--- src/rtl/assert_macros.svh ---
// Assertion macros, included by the top-level RTL file
`ifndef ASSERT_MACROS_SVH
`define ASSERT_MACROS_SVH

`ifndef SYNTH
// Checked property, disabled while reset is asserted
`define ASSERT_RST(label, clk, rst_n, prop, msg) \
  label: assert property (@(posedge clk) disable iff (!rst_n) prop) else $error(msg);
// Checked property, live through reset as well
`define ASSERT_ALL(label, clk, prop, msg) \
  label: assert property (@(posedge clk) prop) else $error(msg);
`else
`define ASSERT_RST(label, clk, rst_n, prop, msg)
`define ASSERT_ALL(label, clk, prop, msg)
`endif

`endif

--- src/rtl/ps2qm_pkg.sv ---
// Package: constants, types and the step remap for the PS/2 quadrature mouse
`default_nettype none
package ps2qm_pkg;

  localparam int CNT_W     = 16;   // pending step counter width (4..32)
  localparam int MAXMOV_W  = 16;   // max_movement register width
  localparam int CMP_W     = ((CNT_W > MAXMOV_W) ? CNT_W : MAXMOV_W) + 1;
  localparam int CFG_IDX_W = 4;
  localparam int CFG_DAT_W = 16;

  localparam logic [CFG_IDX_W-1:0] REG_MAX_MOVEMENT = CFG_IDX_W'(0);
  localparam logic [CFG_IDX_W-1:0] REG_AMIGA_MODE   = CFG_IDX_W'(1);

  localparam logic MODE_PACKET = 1'b0;
  localparam logic MODE_TICK   = 1'b1;

  localparam logic [MAXMOV_W-1:0] MAX_MOVEMENT_RST = MAXMOV_W'(255);
  localparam logic [1:0]          PHASE_RST        = 2'd1;
  localparam logic [2:0]          STEP_CAP         = 3'd7;

  typedef struct packed {
    logic commit;   // word moves from input register to result register
    logic tick;     // word is an output tick
    logic amiga;    // keep raw magnitude
  } axis_ctl_t;

  // Magnitude to step count: optional halving, coarse remap, cap at 7
  function automatic logic [2:0] remap_steps(input logic [7:0] mag_in, input logic amiga);
    logic [7:0] mag;
    logic [6:0] half;
    logic [2:0] steps;
    mag  = amiga ? mag_in : {1'b0, mag_in[7:1]};
    half = mag[7:1];
    if (mag <= 8'd2)       steps = 3'd1;
    else if (mag == 8'd3)  steps = 3'd3;
    else if (mag <= 8'd6)  steps = 3'd4;
    else if (mag <= 8'd9)  steps = 3'd5;
    else if (half > 7'(STEP_CAP)) steps = STEP_CAP;
    else                   steps = half[2:0];
    return steps;
  endfunction

endpackage
`default_nettype wire

--- src/rtl/ps2qm_axis.sv ---
// One quadrature axis: pending step count, direction and phase
`default_nettype none
module ps2qm_axis
  import ps2qm_pkg::*;
(
  input  wire logic             clk,
  input  wire logic             rst_n,
  input  wire axis_ctl_t        ctl,
  input  wire logic [7:0]       delta,
  input  wire logic             neg,
  input  wire logic [CNT_W-1:0] limit,
  output logic                  pending_nz,
  output logic [1:0]            phase,
  output logic [1:0]            phase_nxt
);

  logic [CNT_W-1:0] pending_r, pending_nxt;
  logic             backward_r, backward_nxt;
  logic [1:0]       phase_r;

  logic [7:0]       mag;
  logic [2:0]       steps;
  logic [CNT_W:0]   base;

  assign pending_nz = (pending_r != '0);
  assign phase      = phase_r;

  // two's-complement magnitude when the sign flag is set
  assign mag   = neg ? (~delta + 8'd1) : delta;
  assign steps = remap_steps(mag, ctl.amiga);

  always_comb begin
    pending_nxt  = pending_r;
    backward_nxt = backward_r;
    phase_nxt    = phase_r;
    base         = {1'b0, pending_r};
    if (ctl.tick) begin
      if (pending_nz) begin
        phase_nxt   = backward_r ? (phase_r - 2'd1) : (phase_r + 2'd1);
        pending_nxt = pending_r - CNT_W'(1);
      end
    end else begin
      if (delta != 8'd0) begin
        if (backward_r == neg) begin
          base = {1'b0, pending_r} + (CNT_W+1)'(steps);
        end else begin
          base         = '0;
          backward_nxt = neg;
        end
      end
      pending_nxt = (base > {1'b0, limit}) ? limit : base[CNT_W-1:0];
    end
  end

  always_ff @(posedge clk) begin
    if (!rst_n) begin
      pending_r  <= '0;
      backward_r <= 1'b0;
      phase_r    <= PHASE_RST;
    end else if (ctl.commit) begin
      pending_r  <= pending_nxt;
      backward_r <= backward_nxt;
      phase_r    <= phase_nxt;
    end
  end

endmodule
`default_nettype wire

--- src/rtl/ps2_to_quadrature_mouse.sv ---
// Top level: PS/2 mouse packets to Amiga/Atari quadrature and button pins
//
//   channel  dir   handshake            payload
//   in_      in    in_valid / in_stall  in_mode, in_flags, in_x_delta, in_y_delta
//   out_     out   out_valid / out_stall pins x_a..y_b, buttons, LEDs
//   cfg_     in    cfg_valid / cfg_ready cfg_index, cfg_data
//
// One word per cycle sustained while out_stall is low; each word passes the input
// register, then the result register. The state update sits between them.
// Synchronous active-low reset: counts zero, phases 1, buttons released.
// A stalled result holds; the input register keeps taking words while the
// result register is free or being drained, so in_stall follows out_stall.
`default_nettype none
`include "assert_macros.svh"
module ps2_to_quadrature_mouse
  import ps2qm_pkg::*;
(
  input  wire logic                 clk,
  input  wire logic                 rst_n,
  // input words
  input  wire logic                 in_valid,
  output logic                      in_stall,
  input  wire logic                 in_mode,
  input  wire logic [7:0]           in_flags,
  input  wire logic [7:0]           in_x_delta,
  input  wire logic [7:0]           in_y_delta,
  // result words
  output logic                      out_valid,
  input  wire logic                 out_stall,
  output logic                      out_x_a,
  output logic                      out_x_b,
  output logic                      out_y_a,
  output logic                      out_y_b,
  output logic                      out_left_pin,
  output logic                      out_middle_pin,
  output logic                      out_right_pin,
  output logic                      out_button_led,
  output logic                      out_x_led,
  output logic                      out_y_led,
  // register writes
  input  wire logic                 cfg_valid,
  output logic                      cfg_ready,
  input  wire logic [CFG_IDX_W-1:0] cfg_index,
  input  wire logic [CFG_DAT_W-1:0] cfg_data
);

  // configuration
  logic [MAXMOV_W-1:0] max_movement_r;
  logic                amiga_mode_r;

  assign cfg_ready = 1'b1;

  always_ff @(posedge clk) begin
    if (!rst_n) begin
      max_movement_r <= MAX_MOVEMENT_RST;
      amiga_mode_r   <= 1'b0;
    end else if (cfg_valid && cfg_ready) begin
      case (cfg_index)
        REG_MAX_MOVEMENT: max_movement_r <= cfg_data[MAXMOV_W-1:0];
        REG_AMIGA_MODE:   amiga_mode_r   <= cfg_data[0];
        default:          ;  // unmapped index, ignored
      endcase
    end
  end

  // limit = min(max_movement, counter full scale)
  logic [CMP_W-1:0] max_ext, full_ext;
  logic [CNT_W-1:0] limit;

  assign max_ext  = CMP_W'(max_movement_r);
  assign full_ext = CMP_W'({CNT_W{1'b1}});
  assign limit    = (max_ext > full_ext) ? {CNT_W{1'b1}} : CNT_W'(max_ext);

  // input register
  logic       s1_valid_r;
  logic       s1_mode_r;
  logic [7:0] s1_flags_r, s1_xd_r, s1_yd_r;
  logic       adv, commit, take;

  assign adv      = !out_valid || !out_stall;   // result register free next edge
  assign commit   = s1_valid_r && adv;
  assign in_stall = s1_valid_r && !adv;
  assign take     = in_valid && !in_stall;

  always_ff @(posedge clk) begin
    if (!rst_n) begin
      s1_valid_r <= 1'b0;
    end else if (take) begin
      s1_valid_r <= 1'b1;
    end else if (commit) begin
      s1_valid_r <= 1'b0;
    end
  end

  always_ff @(posedge clk) begin
    if (take) begin
      s1_mode_r  <= in_mode;
      s1_flags_r <= in_flags;
      s1_xd_r    <= in_x_delta;
      s1_yd_r    <= in_y_delta;
    end
  end

  // axes
  axis_ctl_t  ctl;
  logic       x_nz, y_nz;
  logic [1:0] x_phase, y_phase, x_phase_nxt, y_phase_nxt;

  assign ctl = '{commit: commit, tick: (s1_mode_r == MODE_TICK), amiga: amiga_mode_r};

  ps2qm_axis u_x (
    .clk        (clk),
    .rst_n      (rst_n),
    .ctl        (ctl),
    .delta      (s1_xd_r),
    .neg        (s1_flags_r[4]),
    .limit      (limit),
    .pending_nz (x_nz),
    .phase      (x_phase),
    .phase_nxt  (x_phase_nxt)
  );

  ps2qm_axis u_y (
    .clk        (clk),
    .rst_n      (rst_n),
    .ctl        (ctl),
    .delta      (s1_yd_r),
    .neg        (s1_flags_r[5]),
    .limit      (limit),
    .pending_nz (y_nz),
    .phase      (y_phase),
    .phase_nxt  (y_phase_nxt)
  );

  // buttons: latch holds pressed bits {right, middle, left}
  logic [2:0] btn_latch_r, btn_latch_nxt;
  logic [2:0] btn_drive_r, btn_drive_nxt;
  logic [2:0] led_r, led_nxt;

  always_comb begin
    btn_latch_nxt = btn_latch_r;
    btn_drive_nxt = btn_drive_r;
    led_nxt       = led_r;
    if (ctl.tick) begin
      btn_drive_nxt = ~btn_latch_r;
      led_nxt       = {y_nz, x_nz, (btn_latch_r != 3'b000)};  // LEDs see counts before the step
    end else begin
      btn_latch_nxt = {s1_flags_r[1], s1_flags_r[2], s1_flags_r[0]};
    end
  end

  always_ff @(posedge clk) begin
    if (!rst_n) begin
      btn_latch_r <= 3'b000;
      btn_drive_r <= 3'b111;
      led_r       <= 3'b000;
    end else if (commit) begin
      btn_latch_r <= btn_latch_nxt;
      btn_drive_r <= btn_drive_nxt;
      led_r       <= led_nxt;
    end
  end

  // result register; quadrature pins are the Gray code of the phase
  logic out_valid_r;

  always_ff @(posedge clk) begin
    if (!rst_n) begin
      out_valid_r <= 1'b0;
    end else if (adv) begin
      out_valid_r <= s1_valid_r;
    end
  end

  assign out_valid = out_valid_r;

  always_ff @(posedge clk) begin
    if (commit) begin
      out_x_a        <= !x_phase_nxt[1];
      out_x_b        <= x_phase_nxt[1] ^ x_phase_nxt[0];
      out_y_a        <= !y_phase_nxt[1];
      out_y_b        <= y_phase_nxt[1] ^ y_phase_nxt[0];
      out_left_pin   <= btn_drive_nxt[0];
      out_middle_pin <= btn_drive_nxt[1];
      out_right_pin  <= btn_drive_nxt[2];
      out_button_led <= led_nxt[0];
      out_x_led      <= led_nxt[1];
      out_y_led      <= led_nxt[2];
    end
  end

  // checks
  logic tick_commit;

  assign tick_commit = commit && ctl.tick;

  `ASSERT_RST(a_s1_held, clk, rst_n, in_stall |=> s1_valid_r, "waiting word dropped")
  `ASSERT_RST(a_x_idle, clk, rst_n, (tick_commit && !x_nz) |=> $stable(x_phase), "x phase moved")
  `ASSERT_RST(a_y_idle, clk, rst_n, (tick_commit && !y_nz) |=> $stable(y_phase), "y phase moved")
  `ASSERT_RST(a_btn_tick, clk, rst_n, !tick_commit |=> $stable(btn_drive_r), "buttons moved")
  `ASSERT_ALL(a_rst_idle, clk, !rst_n |=> (!out_valid && !s1_valid_r), "valid after reset")

endmodule
`default_nettype wire
--- config.mk ---
export PLATFORM = sky130hd
export DESIGN_NAME = ps2_to_quadrature_mouse
export DESIGN_NICKNAME = d
export VERILOG_FILES = /design/src/rtl/ps2qm_pkg.sv /design/src/rtl/ps2qm_axis.sv /design/src/rtl/ps2_to_quadrature_mouse.sv
export VERILOG_INCLUDE_DIRS = /design/src /design/src/rtl
export SDC_FILE = /design/constraint.sdc
export NUM_CORES = 1
export LEC_CHECK = 0
export BUFFER_PORTS_ARGS = -buffer_cell sky130_fd_sc_hd__buf_2
export CELL_PAD_IN_SITES_DETAIL_PLACEMENT = 0
export CELL_PAD_IN_SITES_GLOBAL_PLACEMENT = 2
export CORE_MARGIN = 4
export CORE_UTILIZATION = 36
export DETAILED_ROUTE_END_ITERATION = 8
export PLACE_DENSITY = 0.92
export SLEW_MARGIN = 20
export SYNTH_ARGS = -nofsm -noshare
export SYNTH_HDL_FRONTEND = slang
export SYNTH_SLANG_ARGS = --single-unit
--- constraint.sdc ---
create_clock -name clk -period 6.26 [get_ports clk]
set_input_delay 1.252 -clock clk [delete_from_list [all_inputs] [get_ports clk]]
set_output_delay 1.252 -clock clk [all_outputs]
set_load 0.01 [all_outputs]
; After elaboration in Yosys (flattened, before gate mapping)
; Index checks and enable logic that the tools add are counted.
[op_classes]
n_addsub = 10
n_mux = 37
order_cmp = 11
eq_ne = 7
n_reduce_logical = 24
bitwise = 8
[op_table]
columns = op, count
row1 = $mux W16, 7
row2 = $mux W17, 6
row3 = $mux W3, 12
row4 = $add A16 B3 Y17, 2
row5 = $gt A17 B16 Y1, 2
row6 = $mux W8, 4
row7 = $reduce_bool A16 Y1, 2
row8 = $sub A16 B1 Y16 const B, 2
row9 = $add A8 B1 Y8 const B, 2
row10 = $eq A8 B2 Y1 const B, 2
row11 = $gt A16 B16 Y1 const B, 1
row12 = $le A8 B2 Y1 const B, 2
row13 = $le A8 B3 Y1 const B, 2
row14 = $le A8 B4 Y1 const B, 2
row15 = $not A8 Y8, 2
row16 = $reduce_bool A8 Y1, 2
row17 = $gt A7 B3 Y1 const B, 2
row18 = $mux W2, 6
row19 = $reduce_and A2 Y1, 5
row20 = $reduce_and A4 Y1, 2
row21 = $logic_not A1 Y1, 6
row22 = $add A2 B1 Y2 const B, 2
row23 = $eq A4 B1 Y1 const B, 1
row24 = $logic_not A4 Y1, 1
row25 = other kinds (11), 20
[totals]
regBits = 99
out_inout_bits = 13
word_cells = 124

; Depth between registers and ports, before layout
[logic_depth]
ltp_word = 17
ltp_mapped = 26
mapped_depth_nobuf = 24

; Cells and area by module
; A second synthesis with hierarchy kept.
[hier_totals]
hier_cells = 934
hier_area_um2 = 7527.2
[by_module_without_submodules]
columns = module, area_each_um2, n_inst, cells_per_inst, seq_area_each_um2
row1 = ps2qm_axis at u_y, 2667.6, 1, 372, 380.4
row2 = ps2qm_axis at u_x, 2643.8, 1, 388, 380.4
row3 = ps2_to_quadrature_mouse, 2215.9, 1, 174, 1521.5

; Worst setup path before layout
; No wires, ideal clock.
[synth_timing]
path_kind = register -> register
startpoint = reg s1_yd_r[0]
endpoint = reg u_y.pending_r[15]
t_required_ns = 6.201
arrival_time_ns = 5.245
stages_incl_launch_ff = 22
path_slack_ns = 0.956
synth_period_minus_slack_ns = 5.304
path_buffers = 0
path_cell_list = edfxtp_1 > inv_1 > ha_1 > or4b_4 > o21ai_0 > xor2_1 > nand2_1 > or3_1 > ha_1 > o211ai_1 > nor2_1 > nand3_1 > or4_1 > nand2_1 > ha_1 > a21oi_1 > nand2_1 > a2111oi_1 > a31oi_4 > nor2_4 > or4b_1 > nand2_1
[synth_via]
elab_chain_len = 17
[synth_lines]
columns = item, line_no
row1 = "start, declared", ps2_to_quadrature_mouse.sv:77  ; logic [7:0] s1_flags_r, s1_xd_r, s1_yd_r;
row2 = "start signal, assigned", ps2_to_quadrature_mouse.sv:100  ; s1_yd_r <= in_y_delta;
row3 = $not A8 Y8, ps2qm_axis.sv:29  ; assign mag = neg ? (~delta + 8'd1) : delta;
row4 = $add A8 B1 Y8, ps2qm_axis.sv:29
row5 = $mux W8, ps2qm_axis.sv:29
row6 = $mux W8, ps2qm_pkg.sv:32  ; mag = amiga ? mag_in : {1'b0, mag_in[7:1]};
row7 = $gt A7 B3 Y1, ps2qm_pkg.sv:38  ; else if (half > 7'(STEP_CAP)) steps = STEP_CAP;
row8 = $mux W3, ps2qm_pkg.sv:38
row9 = $mux W3, ps2qm_pkg.sv:37  ; else if (mag <= 8'd9) steps = 3'd5;
row10 = $mux W3, ps2qm_pkg.sv:36  ; else if (mag <= 8'd6) steps = 3'd4;
row11 = $mux W3, ps2qm_pkg.sv:35  ; else if (mag == 8'd3) steps = 3'd3;
row12 = $mux W3, ps2qm_pkg.sv:34  ; if (mag <= 8'd2) steps = 3'd1;
row13 = $add A16 B3 Y17, ps2qm_axis.sv:45  ; base = {1'b0, pending_r} + (CNT_W+1)'(steps);
row14 = $mux W17, ps2qm_axis.sv:44  ; if (backward_r == neg) begin
row15 = $mux W17 (*), ps2qm_axis.sv:43  ; if (delta != 8'd0) begin
row16 = $mux W17 (*), ps2qm_axis.sv:37  ; if (ctl.tick) begin
row17 = $gt A17 B16 Y1, ps2qm_axis.sv:51  ; pending_nxt = (base > {1'b0, limit}) ? limit : base[CNT_W-1:0];
row18 = $mux W16 (*), ps2qm_axis.sv:51
row19 = $mux W16 (*), ps2qm_axis.sv:37
row20 = "end signal, assigned", ps2qm_axis.sv:61  ; pending_r <= pending_nxt;
row21 = "end, declared", ps2qm_axis.sv:17  ; logic [CNT_W-1:0] pending_r, pending_nxt;
; Every way passes the cells marked *; elsewhere a longest branch is shown, timed or not. The select of a mux whose other input is x is not followed.
; A chain may end at the register's enable or synchronous reset.

; Worst setup path after layout
[layout_timing]
startpoint = reg s1_yd_r[0]
endpoint = reg u_y.pending_r[8]
; The elaborated chain is that of the path after synthesis.

==> metrics.md <==
| Metric | Value |
|---|---|
| Initial antenna violation count | `0` |
| # DRC | `0` |
| Pint | `1.204 mW` |
| Part of the power in registers | `0.406` |
| Area share of and/or/nand/nor cells after synthesis | `0.2473` |
| Slew headroom | `0.3274` |
| Via count | `6642` |
| Largest family of logic cells by synthesized area | `simple AND/OR/NAND/NOR gates` |
| Post-CTS setup buffers | `0` |
| Iteration-0 DRC Markers | `419` |
| Avg Inst Size Synth | `7.993 um^2` |
| Post-synthesis mux area share | `0.02261` |
| YS warnings | `0` |
| CP Max Fanout | `7` |
| Peak supply drop | `0.0001260 V` |
| Clock-pin transition on the worst setup and hold timing paths | `0.07 ns` |
| Pin count of the biggest net entering global routing | `52` |
| Switch Pwr | `666.9 uW` |
| Final ANT Viol Nets | `0` |
| Min Tclk post-route | `5.733 ns` |
| Max Fclk | `174.4 MHz` |
| Vias in the first global route | `6222` |
| Die Ht | `148.8 um` |
| Vias per inst | `5.572` |
| CTS Hold Bufs | `0` |
| First-pass GRT wire length | `32800 um` |
| Comb power frac | `0.299` |
| CP Capture Type | `register` |
| Kind of critical path | `reg -> reg` |
| Die X | `148.8 um` |
| Synth Flop Type | `dfxtp_1` |
| Drt wl/cell | `17.22 um` |
| Sink Count | `98` |
| Routability cong. | `0.8946` |
| Area Growth Syn to Fin | `11.11%` |
| Number of distinct library cells after synthesis | `84` |
| Req. time, crit path | `6.47 ns` |
| Area share of fa/ha/maj cells after synthesis | `0.07923` |
| CTS tree | `built` |
| Worst clock skew | `0.005036 ns` |
| Complex-gate fraction of the synthesized area | `0.2247` |
| Hold crit path type | `reg -> reg` |
| Share of synthesized registers carrying an async set or reset | `0` |
| Post-layout net count | `1016` |
| Post-Synthesis Cells | `893` |
| Clock Power Share | `0.295` |
| Number of H-tree levels | `3` |
| Cell Pwr Density | `235.9 mW/mm^2` |
| Hold Violations, Final | `0` |
| Cell Area, Synth | `0.007138 mm^2` |
| Post-synthesis sequential area ratio | `0.3197` |
| Die Footprint | `0.02214 mm^2` |
| CP Launch Type | `register` |
| Core Area | `0.01946 mm^2` |
| Resize count post-CTS | `0` |
| Site Rows | `51` |
| WL final | `20520 um` |
| Max Cap Viol | `0` |
| Worst skew pair latency | `0.35 ns` |
| Slew Viols, Final | `0` |
| Layout cell share with drive strength beyond 1 | `0.1251` |
| Post-Synth XOR/XNOR Area | `0.05153` |
| Ant diodes | `0` |
| Input/output buffers | `58` |
| Clk buf depth | `2` |
| Total Routing Usage GR | `0.1855` |
| Setup TNS | `0 ns` |
| CTS Root Cell | `clkbuf_16` |
| Final Setup Violations | `0` |
| Final Cycle Share | `0.9158` |
| Pwr Total | `1.871 mW` |
| Io pins | `63` |
| Worst-Margin Slew | `1.004 ns` |
| Post-synthesis register bit count | `98` |
| Pre-antenna DRT Iters | `5` |
| TritonCTS Buffers | `9` |
| Dpl hpwl | `15090 um` |
| Switching share of power | `0.3564` |
| Status | `completed` |
| RSZ-0062 raised after global routing | `no` |
| Syn_nets | `987` |
| EDFF count, synth | `32` |
| Leakage dissipation | `3.041 nW` |
| Initial Util | `0.3668` |
| Aggregate global routing overflow | `0` |
| Worst EP arrival | `5.95 ns` |
==> cell usage after synthesis (all sizes together), types with 3 or more instances <==
cell / instances / area [um^2]
nand2: 119 / 449.2
a21oi: 92 / 460.4
nor2: 73 / 296.5
dfxtp: 66 / 1321
o21ai: 51 / 255.3
ha: 42 / 525.5
inv: 37 / 138.9
nor3: 35 / 197.7
clkbuf: 32 / 120.1
edfxtp: 32 / 960.9
nand3: 28 / 140.1
buf: 23 / 125.1
xnor2: 23 / 227.7
o211ai: 17 / 141.4
nor4: 16 / 112.6
xor2: 16 / 140.1
mux2i: 15 / 150.1
or3: 14 / 87.58
a31oi: 11 / 90.08
nand4: 11 / 75.07
nor2b: 11 / 68.82
o221ai: 10 / 87.58
o22ai: 10 / 62.56
o31ai: 10 / 75.07
a21o: 9 / 67.56
o21a: 6 / 45.04
a211oi: 5 / 37.54
nand2b: 5 / 31.28
or2: 5 / 31.28
or4: 5 / 41.29
and2: 4 / 25.02
and3: 4 / 25.02
and4: 4 / 37.54
nor3b: 4 / 30.03
nor4b: 4 / 35.03
o41ai: 4 / 35.03
or4b: 3 / 37.54
==> registers in the layout, summed over array words and instances (netlist names), 2 cells and up <==
register and flops:
s1_xd_r 8, u_y.pending_r 16, u_x.pending_r 16, s1_flags_r 5
u_y.phase 2, max_movement_r 16, btn_latch_r 3, s1_yd_r 8
led_r 3, btn_drive_r 3, u_x.phase 2
==> layout by cell type (no fill, tap or decap), types with 14 or more instances in the layout <==
cell and count:
dfxtp_1 66, nor3_1 33, inv_1 36, mux2i_1 14, nand3_1 28, nor4_1 14
or3_1 14, xor2_1 16, buf_4 15, xnor2_1 21, ha_1 42, o211ai_1 16
nand2_1 118, o21ai_0 47, buf_2 58, nor2_1 69, edfxtp_1 32, a21oi_1 92
==> per-layer routing <==
| layer | global-route usage | up-vias | wire [um] |
|---|---|---|---|
| met1 | 0.2435 | 3151 | 9378 |
| met5 | 0 | - | 0 |
| met4 | 0.04394 | 0 | 294 |
| met2 | 0.3223 | 141 | 10080 |
| li1 | - | 3329 | - |
| met3 | 0.02826 | 21 | 769 |
==> power groups by stage <==
| stage | registers [mW] | logic, mW | clock network (mW) |
|---|---|---|---|
| 2_1_floorplan | 0.742 | 0.433 | 0 |
| 3_3_place_gp | 0.772 | 0.548 | 0 |
| 3_5_place_dp | 0.772 | 0.552 | 0 |
| 4_1_cts | 0.758 | 0.555 | 0.575 |
| 5_1_grt | 0.767 | 0.626 | 0.594 |
| 6_report | 0.760 | 0.559 | 0.553 |
==> cell type report <==
cell class              instances  area (um^2)
fillers                      2015        11530
multi-input cells             702         4484
flip-flops and latches         98         2282
repair buffers                 73        402.9
well taps                     265        331.6
clock buffers                  10        239.0
inverters                      38        142.6
clock inverters                 6        48.80
==> critical path, stage by stage (launching register included) <==
cell	delay, ns
edfxtp_1	0.46
inv_1	0.09
ha_1	0.18
or4b_4	0.52
o21ai_0	0.21
xor2_1	0.16
nand2_1	0.11
or3_1	0.39
ha_1	0.35
o211ai_1	0.11
nor2_2	0.16
nand3_1	0.17
or4_1	0.50
nand2_1	0.14
ha_1	0.27
a21oi_1	0.13
nand2_1	0.06
a2111oi_1	0.41
buf_4	0.20
a31oi_4	0.13
nor2_4	0.23
buf_4	0.22
mux2i_2	0.28
o22ai_1	0.11
==> per-stage QoR <==
step,utilization,std cells,hold WS [ns],setup slack [ns],instance area (um^2)
6_report,0.4075,1192,0.4613,0.5270,7931
5_1_grt,0.4075,1192,0.4878,0.04584,7931
4_1_cts,0.4069,1192,0.4617,0.4413,7920
3_5_place_dp,0.3922,1176,0.4513,0.4854,7632
3_3_place_gp,0.3922,1176,0.4427,0.5378,7632
2_1_floorplan,-,893,0.4366,0.9557,7138
==> path summary, 6_finish.rpt <==
| check | startpoint | to | slack, ns | cells after the start |
|---|---|---|---|---|
| worst max-delay path | s1_yd_r[0]$_DFFE_PP_ | u_y.pending_r[8]$_SDFFE_PN0P_ | 0.53 | 23 |
| worst min-delay path | led_r[1]$_SDFFE_PN0P_ | led_r[1]$_SDFFE_PN0P_ | 0.46 | 2 |
| worst max register to register | s1_yd_r[0]$_DFFE_PP_ | u_y.pending_r[8]$_SDFFE_PN0P_ | 0.53 | 23 |
| worst min register to register | led_r[1]$_SDFFE_PN0P_ | led_r[1]$_SDFFE_PN0P_ | 0.46 | 2 |
==> logic make-up (layout without fill, tap and decap cells) <==
logic type	Yosys count	count (layout)
AOI/OAI and AO/OA	252	252
xor gates and xnor gates	39	39
adders and majority gates	44	44
buffers and inverters	93	127
DFF	98	98
muxes	16	16
other	1	1
and+or+nand+nor	350	350
No activity file was read; power rests on OpenSTA's default activity.
